===== src/hw/rtl/pacr_pkg.sv =====
package pacr_pkg;

    localparam int MAX_RAMP_STEPS_DEF = 15;
    localparam int DIV_BITS = 36;
    localparam int DEN_BITS = 20;

    localparam logic [2:0] CFG_MODE      = 3'd0;
    localparam logic [2:0] CFG_LEVEL     = 3'd1;
    localparam logic [2:0] CFG_FACTOR    = 3'd2;
    localparam logic [2:0] CFG_MIN_RIDER = 3'd3;
    localparam logic [2:0] CFG_MAX_POWER = 3'd4;
    localparam logic [2:0] CFG_CUR_LIM   = 3'd5;
    localparam logic [2:0] CFG_RAMP      = 3'd6;
    localparam logic [2:0] CFG_TEMP      = 3'd7;

    localparam logic [15:0] POWER_SAT   = 16'hFFFF;
    localparam logic [15:0] POWER_FLOOR = 16'd10;
    localparam logic [19:0] MV_FLOOR    = 20'd10;
    localparam logic [19:0] MV_CEIL     = 20'd1000000;
    localparam logic [19:0] UW_PER_MW   = 20'd1000000;

    typedef struct packed {
        logic [15:0]        rider_power;
        logic [19:0]        bus_voltage_mv;
        logic signed [7:0]  motor_temp;
        logic signed [7:0]  controller_temp;
    } t_in;

    typedef struct packed {
        logic [15:0] current_ma;
        logic        ramp_step;
        logic        over_temp_stop;
        logic        last;
    } t_out;

    typedef struct packed {
        logic        assist_mode;
        logic [7:0]  assist_level;
        logic [15:0] assist_factor;
        logic [15:0] min_rider_power;
        logic [15:0] max_assist_power;
        logic [31:0] current_limits;
        logic [21:0] ramp_setup;
        logic [15:0] temp_limits;
    } t_cfg;

    typedef struct packed {
        logic [15:0] power;
        logic [19:0] mv;
        logic        hot;
    } t_job;

    typedef struct packed {
        logic full;
        logic empty;
    } t_qctl;

endpackage


===== src/hw/rtl/pacr_front.sv =====
module pacr_front (
    input  logic           i_clk,
    input  logic           i_rst_n,
    input  pacr_pkg::t_cfg i_cfg,
    input  logic           i_valid,
    output logic           o_ready,
    input  pacr_pkg::t_in  i_data,
    input  logic           i_q_full,
    output logic           o_push,
    output pacr_pkg::t_job o_job
);
    import pacr_pkg::*;

    typedef enum logic [1:0] {F_IDLE, F_MUL1, F_MUL2, F_PUSH} t_fstate;

    t_fstate     r_state;
    logic [15:0] r_rider;
    logic [19:0] r_mv;
    logic        r_hot;
    logic [23:0] r_p1;
    logic [39:0] r_p2;
    logic        drop;
    logic        hot_m;
    logic        hot_c;
    logic [15:0] sat;
    logic [15:0] pwr;

    assign hot_m = (i_cfg.temp_limits[7:0] != 8'd0) &&
        ($signed({1'b0, i_cfg.temp_limits[7:0]}) <=
         $signed({i_data.motor_temp[7], i_data.motor_temp}));
    assign hot_c = (i_cfg.temp_limits[15:8] != 8'd0) &&
        ($signed({1'b0, i_cfg.temp_limits[15:8]}) <=
         $signed({i_data.controller_temp[7], i_data.controller_temp}));
    assign drop = (i_cfg.assist_level == 8'd0) ||
                  (i_data.rider_power < i_cfg.min_rider_power) ||
                  (i_data.bus_voltage_mv <= MV_FLOOR) ||
                  (i_data.bus_voltage_mv > MV_CEIL);

    always_comb begin
        sat = (r_p2 > 40'(POWER_SAT)) ? POWER_SAT : r_p2[15:0];
        if (r_hot) begin
            sat = 16'd0;
        end
        pwr = (sat > i_cfg.max_assist_power) ? i_cfg.max_assist_power : sat;
    end

    assign o_ready    = (r_state == F_IDLE);
    assign o_push     = (r_state == F_PUSH) && !i_q_full;
    assign o_job.power = pwr;
    assign o_job.mv    = r_mv;
    assign o_job.hot   = r_hot;

    always_ff @(posedge i_clk) begin
        if (!i_rst_n) begin
            r_state <= F_IDLE;
        end else begin
            case (r_state)
                F_IDLE: begin
                    if (i_valid && !drop) begin
                        r_state <= F_MUL1;
                    end
                end
                F_MUL1:  r_state <= F_MUL2;
                F_MUL2:  r_state <= F_PUSH;
                F_PUSH: begin
                    if (!i_q_full) begin
                        r_state <= F_IDLE;
                    end
                end
                default: r_state <= F_IDLE;
            endcase
        end
    end

    always_ff @(posedge i_clk) begin
        if (r_state == F_IDLE && i_valid) begin
            r_rider <= i_data.rider_power;
            r_mv    <= i_data.bus_voltage_mv;
            r_hot   <= hot_m || hot_c;
        end
        if (r_state == F_MUL1) begin
            r_p1 <= 24'(i_cfg.assist_mode ? 16'd1 : r_rider) * 24'(i_cfg.assist_level);
        end
        if (r_state == F_MUL2) begin
            r_p2 <= 40'(r_p1) * 40'(i_cfg.assist_factor);
        end
    end

endmodule


===== src/hw/rtl/pacr_queue.sv =====
module pacr_queue (
    input  logic            i_clk,
    input  logic            i_rst_n,
    input  logic            i_push,
    input  pacr_pkg::t_job  i_job,
    input  logic            i_pop,
    output pacr_pkg::t_job  o_job,
    output pacr_pkg::t_qctl o_stat
);

    logic       r_wp;
    logic       r_rp;
    logic [1:0] r_cnt;

    assign o_stat.full  = (r_cnt == 2'd2);
    assign o_stat.empty = (r_cnt == 2'd0);

    always_ff @(posedge i_clk) begin
        if (!i_rst_n) begin
            r_wp  <= 1'b0;
            r_rp  <= 1'b0;
            r_cnt <= 2'd0;
        end else begin
            if (i_push) begin
                r_wp <= ~r_wp;
            end
            if (i_pop) begin
                r_rp <= ~r_rp;
            end
            r_cnt <= r_cnt + 2'(i_push) - 2'(i_pop);
        end
    end

    pacr_fifo u_fifo (
        .i_clk   (i_clk),
        .i_we    (i_push),
        .i_waddr (r_wp),
        .i_job   (i_job),
        .i_raddr (r_rp),
        .o_job   (o_job)
    );

endmodule


===== src/hw/rtl/pacr_fifo.sv =====
module pacr_fifo (
    input  logic           i_clk,
    input  logic           i_we,
    input  logic           i_waddr,
    input  pacr_pkg::t_job i_job,
    input  logic           i_raddr,
    output pacr_pkg::t_job o_job
);
    import pacr_pkg::*;

    t_job r_mem [2];

    assign o_job = r_mem[i_raddr];

    always_ff @(posedge i_clk) begin
        if (i_we) begin
            r_mem[i_waddr] <= i_job;
        end
    end

endmodule


===== src/hw/rtl/pacr_div.sv =====
module pacr_div (
    input  logic                               i_clk,
    input  logic                               i_rst_n,
    input  logic                               i_start,
    input  logic [pacr_pkg::DIV_BITS-1:0]      i_dividend,
    input  logic [pacr_pkg::DEN_BITS-1:0]      i_divisor,
    output logic                               o_done,
    output logic [pacr_pkg::DIV_BITS-1:0]      o_quot
);
    import pacr_pkg::*;

    logic [DIV_BITS-1:0] r_quot;
    logic [DEN_BITS-1:0] r_rem;
    logic [DEN_BITS-1:0] r_den;
    logic [5:0]          r_cnt;
    logic                r_busy;
    logic                r_done;
    logic [DEN_BITS:0]   trial;
    logic                ge;
    logic [DEN_BITS:0]   diff;

    assign trial = {r_rem, r_quot[DIV_BITS-1]};
    assign ge    = (trial >= {1'b0, r_den});
    assign diff  = trial - {1'b0, r_den};
    assign o_done = r_done;
    assign o_quot = r_quot;

    always_ff @(posedge i_clk) begin
        if (!i_rst_n) begin
            r_busy <= 1'b0;
            r_done <= 1'b0;
            r_cnt  <= 6'd0;
        end else begin
            r_done <= 1'b0;
            if (i_start) begin
                r_busy <= 1'b1;
                r_cnt  <= 6'(DIV_BITS - 1);
            end else if (r_busy) begin
                r_cnt <= r_cnt - 6'd1;
                if (r_cnt == 6'd0) begin
                    r_busy <= 1'b0;
                    r_done <= 1'b1;
                end
            end
        end
    end

    always_ff @(posedge i_clk) begin
        if (i_start) begin
            r_quot <= i_dividend;
            r_rem  <= '0;
            r_den  <= i_divisor;
        end else if (r_busy) begin
            r_quot <= {r_quot[DIV_BITS-2:0], ge};
            r_rem  <= ge ? diff[DEN_BITS-1:0] : trial[DEN_BITS-1:0];
        end
    end

endmodule


===== src/hw/rtl/pacr_back.sv =====
module pacr_back #(
    parameter int MAX_RAMP_STEPS = pacr_pkg::MAX_RAMP_STEPS_DEF
) (
    input  logic           i_clk,
    input  logic           i_rst_n,
    input  pacr_pkg::t_cfg i_cfg,
    input  pacr_pkg::t_job i_job,
    input  logic           i_q_empty,
    output logic           o_pop,
    output logic           o_valid,
    input  logic           i_ready,
    output pacr_pkg::t_out o_data
);
    import pacr_pkg::*;

    localparam logic [3:0] STEPS_CAP = (MAX_RAMP_STEPS > 15) ? 4'd15 : 4'(MAX_RAMP_STEPS);

    typedef enum logic [2:0] {
        B_IDLE, B_MUL, B_START, B_WAIT, B_CLAMP, B_RMUL, B_EMIT
    } t_bstate;

    t_bstate             r_state;
    t_job                r_job;
    logic [DIV_BITS-1:0] r_num;
    logic                r_ramping;
    logic [15:0]         r_prev;
    logic [15:0]         r_cur;
    logic [15:0]         r_lo;
    logic [15:0]         r_d;
    logic                r_neg;
    logic [3:0]          r_i;
    logic [3:0]          r_k;
    logic [3:0]          r_steps;
    logic                r_up;
    logic                r_final;
    t_out                r_out;
    logic                r_valid;

    logic                div_done;
    logic [DIV_BITS-1:0] quot;
    logic [DEN_BITS-1:0] den;
    logic [15:0]         min_c;
    logic [15:0]         max_c;
    logic [3:0]          steps;
    logic [15:0]         cur;
    logic [15:0]         diff;
    logic [15:0]         base;
    logic                ramp_ok;

    assign min_c = i_cfg.current_limits[15:0];
    assign max_c = i_cfg.current_limits[31:16];
    assign steps = (i_cfg.ramp_setup[3:0] > STEPS_CAP) ? STEPS_CAP : i_cfg.ramp_setup[3:0];
    assign den   = r_ramping ? {16'd0, r_steps} : r_job.mv;
    assign base  = (r_prev < min_c) ? min_c : r_prev;

    always_comb begin
        if (r_job.power <= POWER_FLOOR) begin
            cur = 16'd0;
        end else if (quot < DIV_BITS'(min_c)) begin
            cur = min_c;
        end else if (quot > DIV_BITS'(max_c)) begin
            cur = max_c;
        end else begin
            cur = quot[15:0];
        end
        diff = (r_cur > r_prev) ? r_cur - r_prev : r_prev - r_cur;
        ramp_ok = (r_cur != 16'd0) && (steps != 4'd0) &&
                  (i_cfg.ramp_setup[21:6] <= diff);
    end

    pacr_div u_div (
        .i_clk      (i_clk),
        .i_rst_n    (i_rst_n),
        .i_start    (r_state == B_START),
        .i_dividend (r_num),
        .i_divisor  (den),
        .o_done     (div_done),
        .o_quot     (quot)
    );

    assign o_pop   = (r_state == B_IDLE) && !i_q_empty;
    assign o_valid = r_valid;
    assign o_data  = r_out;

    always_ff @(posedge i_clk) begin
        if (!i_rst_n) begin
            r_state <= B_IDLE;
            r_valid <= 1'b0;
            r_prev  <= 16'd0;
        end else begin
            case (r_state)
                B_IDLE: begin
                    if (!i_q_empty) begin
                        r_state <= B_MUL;
                    end
                end
                B_MUL:   r_state <= B_START;
                B_START: r_state <= B_WAIT;
                B_WAIT: begin
                    if (div_done) begin
                        if (r_ramping) begin
                            r_valid <= 1'b1;
                            r_state <= B_EMIT;
                        end else begin
                            r_state <= B_CLAMP;
                        end
                    end
                end
                B_CLAMP: begin
                    if (ramp_ok && ((i_cfg.ramp_setup[4] && r_prev < r_cur) ||
                                    (i_cfg.ramp_setup[5] && r_cur < r_prev))) begin
                        r_state <= B_RMUL;
                    end else begin
                        r_valid <= 1'b1;
                        r_prev  <= r_cur;
                        r_state <= B_EMIT;
                    end
                end
                B_RMUL:  r_state <= B_START;
                B_EMIT: begin
                    if (i_ready) begin
                        if (r_final) begin
                            r_valid <= 1'b0;
                            r_state <= B_IDLE;
                        end else if (r_k == 4'd1) begin
                            r_prev  <= r_cur;
                        end else begin
                            r_valid <= 1'b0;
                            r_state <= B_RMUL;
                        end
                    end
                end
                default: r_state <= B_IDLE;
            endcase
        end
    end

    always_ff @(posedge i_clk) begin
        case (r_state)
            B_IDLE: begin
                r_job     <= i_job;
                r_ramping <= 1'b0;
            end
            B_MUL: begin
                r_num <= DIV_BITS'(r_job.power) * DIV_BITS'(UW_PER_MW);
            end
            B_WAIT: begin
                if (div_done && !r_ramping) begin
                    r_cur <= cur;
                end
                if (div_done && r_ramping) begin
                    r_out.current_ma     <= r_neg ? r_lo - quot[15:0] : r_lo + quot[15:0];
                    r_out.ramp_step      <= 1'b1;
                    r_out.over_temp_stop <= 1'b0;
                    r_out.last           <= 1'b0;
                    r_final              <= 1'b0;
                end
            end
            B_CLAMP: begin
                r_steps   <= steps;
                r_k       <= steps;
                r_ramping <= 1'b1;
                if (i_cfg.ramp_setup[4] && r_prev < r_cur) begin
                    r_up  <= 1'b1;
                    r_lo  <= base;
                    r_neg <= (base > r_cur);
                    r_d   <= (base > r_cur) ? base - r_cur : r_cur - base;
                    r_i   <= 4'd0;
                end else begin
                    r_up  <= 1'b0;
                    r_lo  <= r_cur;
                    r_neg <= 1'b0;
                    r_d   <= r_prev - r_cur;
                    r_i   <= steps;
                end
                r_out.current_ma     <= r_cur;
                r_out.ramp_step      <= 1'b0;
                r_out.over_temp_stop <= r_job.hot;
                r_out.last           <= 1'b1;
                r_final              <= 1'b1;
            end
            B_RMUL: begin
                r_num <= DIV_BITS'(r_d) * DIV_BITS'(r_i);
            end
            B_EMIT: begin
                if (i_ready && !r_final) begin
                    r_k <= r_k - 4'd1;
                    r_i <= r_up ? r_i + 4'd1 : r_i - 4'd1;
                    if (r_k == 4'd1) begin
                        r_out.current_ma     <= r_cur;
                        r_out.ramp_step      <= 1'b0;
                        r_out.over_temp_stop <= r_job.hot;
                        r_out.last           <= 1'b1;
                        r_final              <= 1'b1;
                    end
                end
            end
            default: begin
            end
        endcase
    end

endmodule


===== src/hw/rtl/pedal_assist_current_ramp.sv =====
// channel | valid      | ready       | payload
// input   | i_in_valid | o_in_ready  | i_in_data  (t_in)
// result  | o_out_valid| i_out_ready | o_out_data (t_out)
// config  | i_cfg_valid| o_cfg_ready | i_cfg_index, i_cfg_data
// Front: each input word passes two multiplier stages (F_MUL1, F_MUL2), then a 2-deep queue.
// Back: the final current comes from a 36-bit shift-subtract divider, and each ramp word
// passes through the same divider.
// Reset clears control state and previous current and loads configuration defaults.
// Either side stalls on its own; a held result word blocks the back part, and the front once the queue is full.
module pedal_assist_current_ramp #(
    parameter int MAX_RAMP_STEPS = pacr_pkg::MAX_RAMP_STEPS_DEF
) (
    input  logic           i_clk,
    input  logic           i_rst_n,
    input  logic           i_in_valid,
    output logic           o_in_ready,
    input  pacr_pkg::t_in  i_in_data,
    output logic           o_out_valid,
    input  logic           i_out_ready,
    output pacr_pkg::t_out o_out_data,
    input  logic           i_cfg_valid,
    output logic           o_cfg_ready,
    input  logic [2:0]     i_cfg_index,
    input  logic [31:0]    i_cfg_data
);
    import pacr_pkg::*;

    t_cfg  r_cfg;
    t_job  f_job;
    t_job  q_job;
    t_qctl q_stat;
    logic  push;
    logic  pop;

    assign o_cfg_ready = 1'b1;

    always_ff @(posedge i_clk) begin
        if (!i_rst_n) begin
            r_cfg.assist_mode      <= 1'b0;
            r_cfg.assist_level     <= 8'd0;
            r_cfg.assist_factor    <= 16'd0;
            r_cfg.min_rider_power  <= 16'd0;
            r_cfg.max_assist_power <= 16'hFFFF;
            r_cfg.current_limits   <= 32'hFFFF0000;
            r_cfg.ramp_setup       <= 22'd0;
            r_cfg.temp_limits      <= 16'd0;
        end else if (i_cfg_valid) begin
            case (i_cfg_index)
                CFG_MODE:      r_cfg.assist_mode      <= i_cfg_data[0];
                CFG_LEVEL:     r_cfg.assist_level     <= i_cfg_data[7:0];
                CFG_FACTOR:    r_cfg.assist_factor    <= i_cfg_data[15:0];
                CFG_MIN_RIDER: r_cfg.min_rider_power  <= i_cfg_data[15:0];
                CFG_MAX_POWER: r_cfg.max_assist_power <= i_cfg_data[15:0];
                CFG_CUR_LIM:   r_cfg.current_limits   <= i_cfg_data;
                CFG_RAMP:      r_cfg.ramp_setup       <= i_cfg_data[21:0];
                CFG_TEMP:      r_cfg.temp_limits      <= i_cfg_data[15:0];
                default: begin
                end
            endcase
        end
    end

    pacr_front u_front (
        .i_clk    (i_clk),
        .i_rst_n  (i_rst_n),
        .i_cfg    (r_cfg),
        .i_valid  (i_in_valid),
        .o_ready  (o_in_ready),
        .i_data   (i_in_data),
        .i_q_full (q_stat.full),
        .o_push   (push),
        .o_job    (f_job)
    );

    pacr_queue u_queue (
        .i_clk   (i_clk),
        .i_rst_n (i_rst_n),
        .i_push  (push),
        .i_job   (f_job),
        .i_pop   (pop),
        .o_job   (q_job),
        .o_stat  (q_stat)
    );

    pacr_back #(
        .MAX_RAMP_STEPS (MAX_RAMP_STEPS)
    ) u_back (
        .i_clk     (i_clk),
        .i_rst_n   (i_rst_n),
        .i_cfg     (r_cfg),
        .i_job     (q_job),
        .i_q_empty (q_stat.empty),
        .o_pop     (pop),
        .o_valid   (o_out_valid),
        .i_ready   (i_out_ready),
        .o_data    (o_out_data)
    );

endmodule

===== config.mk =====
export PLATFORM = sky130hd
export DESIGN_NAME = pedal_assist_current_ramp
export DESIGN_NICKNAME = d
export VERILOG_FILES = /design/src/hw/rtl/pacr_pkg.sv /design/src/hw/rtl/pacr_front.sv /design/src/hw/rtl/pacr_queue.sv /design/src/hw/rtl/pacr_fifo.sv /design/src/hw/rtl/pacr_div.sv /design/src/hw/rtl/pacr_back.sv /design/src/hw/rtl/pedal_assist_current_ramp.sv
export SDC_FILE = /design/constraint.sdc
export NUM_CORES = 2
export LEC_CHECK = 0
export BUFFER_PORTS_ARGS = -buffer_cell sky130_fd_sc_hd__buf_2
export CORE_ASPECT_RATIO = 2
export CORE_MARGIN = 5
export CORE_UTILIZATION = 55
export DETAILED_ROUTE_END_ITERATION = 16
export GPL_ROUTABILITY_DRIVEN = 1
export GPL_TIMING_DRIVEN = 0
export PLACE_DENSITY = 0.71
export SLEW_MARGIN = 20
export SYNTH_ARGS = -nofsm -noshare
export SYNTH_HDL_FRONTEND = slang
export SYNTH_SLANG_ARGS = --single-unit

===== constraint.sdc =====
create_clock -name i_clk -period 7.4 [get_ports i_clk]
set_input_delay 0.74 -clock i_clk [delete_from_list [all_inputs] [get_ports i_clk]]
set_output_delay 0.74 -clock i_clk [all_outputs]
set_load 0.05 [all_outputs]

==> impl_results.md <==
* Largest cells by area after synthesis: edfxtp_1 23%, fa_1 19%, ha_1 13%
* Multi-input gate area at 32510 um2
* Global placement routability congestion at 0.9977
* Worst-path clk slew at 0.07 ns
* Worst-skew pair later-pin latency at 0.67 ns
* Slew HR at 0.2229
* Crit-path max FO at 10
* Vias in the first global route at 41700
* Post-Syn Nets at 6419
* Cell area after placement at 53580 um2
* Register area at 15220 um2
* Status: finished clean
* Synth Cell Area at 51290 um2
* Die height at 441.9 um
* # Max-Cap Violations at 0
* Most used DFF post-synth: edfxtp_1
* Vias per inst at 5.804
* Clk root buf: clkbuf_16
* Row Count at 158
* Compound-Gate Fraction of Synth Area at 0.1109
* GRT Util Overall at 0.3166
* #FFs+latches synth at 567
* # fillers at 8075
* Iter 0 DRT Violations at 2487
* Largest family of logic cells by synthesized area: adder cells
* Post-Synth XOR/XNOR Area at 0.03023
* Drt pass-1 iters at 6
* Met1 WL at 49070 um
* Util after Layout at 0.5997
* Peak VDD IR at 1176 uV
* Maximum clock rate at 139.8 MHz
* Ys Warns at 0
* Worst Path Class, Setup: reg -> reg
* Simple-Gate Fraction of Synth Area at 0.1470
* CTS buffer count at 52
* Io pins at 114
* Avg Cell Area, Syn at 9.625 um2
* Netlist cell types at 83
* Initial antenna violation count at 11
* Total grt overflow at 0
* CTS H-tree lvls at 2
* Wire length on met2 at 84350 um
* Core area at 92720 um2
* EDFF count, synth at 386
* Final Hold Fails at 0
* WP data required at 7.74 ns
* Min Tclk post-route at 7.154 ns
* Post-Synthesis Cells at 5329
* Final setup violation count at 0
* Ys async rst share at 0
* CTS Buffer Depth at 3
* Clock Sinks at 567
* CTS tree: done
* Post-detail-place hpwl at 130300 um
* Sequential area share after synthesis at 0.2966
* Static Leak at 25.24 nW
* Yosys top cell by area: edfxtp_1
* Synth Area in Adders at 0.3137
* Metal3 WL at 8190 um
* Chip width at 225.9 um
* Final std cell area, no fill at 55600 um2
* Crit end category: flip-flop
* PwrDens at 450.9 nW/um2
* Worst slew pin tran at 1.153 ns
* WL/cell at 23.50 um
* Pin count of the biggest net entering global routing at 30
* Post-Route WL at 159000 um
* Residual DRC at 0
* Endpoint arrival time on the critical path at 7.49 ns
* Top layer in use: met5
* DR vias at 39250
* Ratio of cells with drive above 1 in the final layout at 0.07487
* I/O Buffers at 108
* Critical Path Source Type: flip-flop
* Die Footprint at 99830 um2
* Area Overhead vs Synth at 8.409%
* Nets@finish at 6603
* Final worst-path cycle share at 0.9668
* First-pass GRT wire length at 239300 um
* Synth top area share at 0.2260
* Min-Delay Path Class: in -> reg
* Final Skew at 0.05250 ns
* Mux cell area share after synthesis at 0.02998
* Initial Util at 0.5532
* Slew Limit Fails at 0
* Final ANT Viol Nets at 0
==> repair_timing <==
item,CTS,global route
hold endpoints to repair,0,0
resized for setup,46,51
setup buffers,0,12
endpoints found under the setup margin,11,10
pin swaps,0,2
hold buffers,0,0
==> cells in the mapped netlist, types with 10 or more instances <==
cell type  number
nand2_1       798
inv_1         752
ha_1          518
fa_1          480
edfxtp_1      386
and2_1        256
a21oi_1       228
nor2_1        224
clkbuf_1      184
dfxtp_1       181
o21ai_0       125
xnor2_1       118
a21boi_0      111
a21o_1        111
mux2_2         76
nor2b_1        74
mux2i_1        67
xor2_1         59
nor3_1         52
o211ai_1       44
nand3_1        39
nand4_1        38
nand2b_1       30
o21a_1         30
nor4_1         28
a211oi_1       24
and3_1         24
o21bai_1       21
a31oi_1        20
a311oi_1       19
or3_1          18
o31ai_1        15
or2_2          14
o22ai_1        12
o2111ai_1      10
==> routing by layer <==
layer	GRT usage	vias to the layer above
met5	0	-
met3	0.04539	631
met4	0.2644	10
met1	0.3025	19250
met2	0.5834	1342
li1	-	18020
==> stage by stage <==
| stage | setup TNS [ns] | hold slack, ns | worst slack [ns] | total power, mW | instances |
|---|---|---|---|---|---|
| 2_1_floorplan | 0 | 0.4215 | 0.9968 | 18.31 | 5329 |
| 3_3_place_gp | -2.787 | 0.4227 | -0.4411 | 21.80 | 6637 |
| 3_5_place_dp | -3.828 | 0.4306 | -0.5406 | 22.05 | 6650 |
| 4_1_cts | 0 | 0.2436 | 0.006817 | 25.12 | 6744 |
| 5_1_grt | -0.05025 | 0.2467 | -0.03143 | 27.68 | 6756 |
| 6_report | 0 | 0.2790 | 0.2460 | 25.07 | 6763 |
==> cell usage in the layout, fill, tap and decap left out, types with 12 or more instances in the layout <==
master	instances
nand2_1	798
inv_1	751
ha_1	516
fa_1	480
edfxtp_1	386
and2_1	255
a21oi_1	226
nor2_1	221
dfxtp_1	177
clkbuf_1	137
o21ai_0	124
buf_2	122
xnor2_1	118
a21o_1	111
a21boi_0	110
mux2_2	76
nor2b_1	74
mux2i_1	67
xor2_1	59
clkbuf_16	53
nor3_1	50
o211ai_1	44
nand3_1	39
nand4_1	38
clkbuf_2	34
o21a_1	30
nand2b_1	30
nor4_1	27
a211oi_1	23
buf_4	23
and3_1	23
o21bai_1	21
a31oi_1	20
a311oi_1	19
or3_1	18
o31ai_1	15
or2_2	14
o22ai_1	12
==> worst max-delay path: stages (launching register included) <==
cell and delay (ns):
edfxtp_1 0.52, clkbuf_2 0.28, and2_1 0.23, fa_1 0.51, fa_1 0.56, inv_1 0.05
fa_1 0.48, inv_1 0.06, fa_1 0.51, fa_1 0.56, inv_1 0.06, fa_1 0.52
inv_1 0.04, ha_1 0.40, nand3_1 0.17, nor2_1 0.24, o2111ai_1 0.27, a21oi_2 0.38
a2111oi_2 0.14, o21a_1 0.25, o31ai_1 0.32, a21oi_1 0.13, xnor2_1 0.15
==> logic make-up after synthesis <==
| logic type | Yosys count |
|---|---|
| and+or+nand+nor | 1624 |
| adders and majority gates | 998 |
| buffers and inverters | 962 |
| AOI/OAI and AO/OA | 856 |
| DFF | 567 |
| xor gates and xnor gates | 177 |
| muxes | 144 |
| other | 1 |
==> layout make-up <==
type | instances | area share
Clock buffer | 60 | 0.02487
Buffer | 206 | 0.01640
Sequential cell | 567 | 0.2737
Tap cell | 1200 | 0.02700
Multi-Input combinational cell | 3800 | 0.5847
Inverter | 753 | 0.05083
Antenna cell | 7 | 0.0003150
Clock inverter | 37 | 0.007088
Timing Repair Buffer | 133 | 0.01508
==> flip-flops by register name, indices dropped and copies added, names as in the netlist, 18 cells and up <==
register              flops
r_cfg                   127
u_queue.u_fifo.r_mem     74
u_front.r_p2             40
u_back.r_job             37
u_back.r_num             36
u_back.u_div.o_quot      36
u_front.r_p1             24
u_back.u_div.r_den       20
u_back.u_div.r_rem       20
u_front.r_mv             20
u_back.o_data            18
==> path summary, 6_finish.rpt <==
kind / start / depth (start not counted) / endpoint / slack [ns]
max: u_front.r_p1[1] / 22 / u_front.r_p2[39] / 0.25
min: i_in_data[40] / 1 / u_front.r_rider[4] / 0.28
max reg2reg: u_front.r_p1[1] / 22 / u_front.r_p2[39] / 0.25
min reg2reg: u_front.r_mv[8] / 0 / u_queue.u_fifo.r_mem[0][9] / 0.45
==> power breakdown <==
| group | leakage (nW) | switching (mW) | internal (mW) | total (mW) |
|---|---|---|---|---|
| clock | 0.870 | 1.33 | 1.51 | 2.85 |
| combinational | 19.3 | 9.52 | 7.40 | 16.9 |
| sequential | 5.06 | 0.503 | 4.80 | 5.30 |
Power figures use the tool's default switching activity.
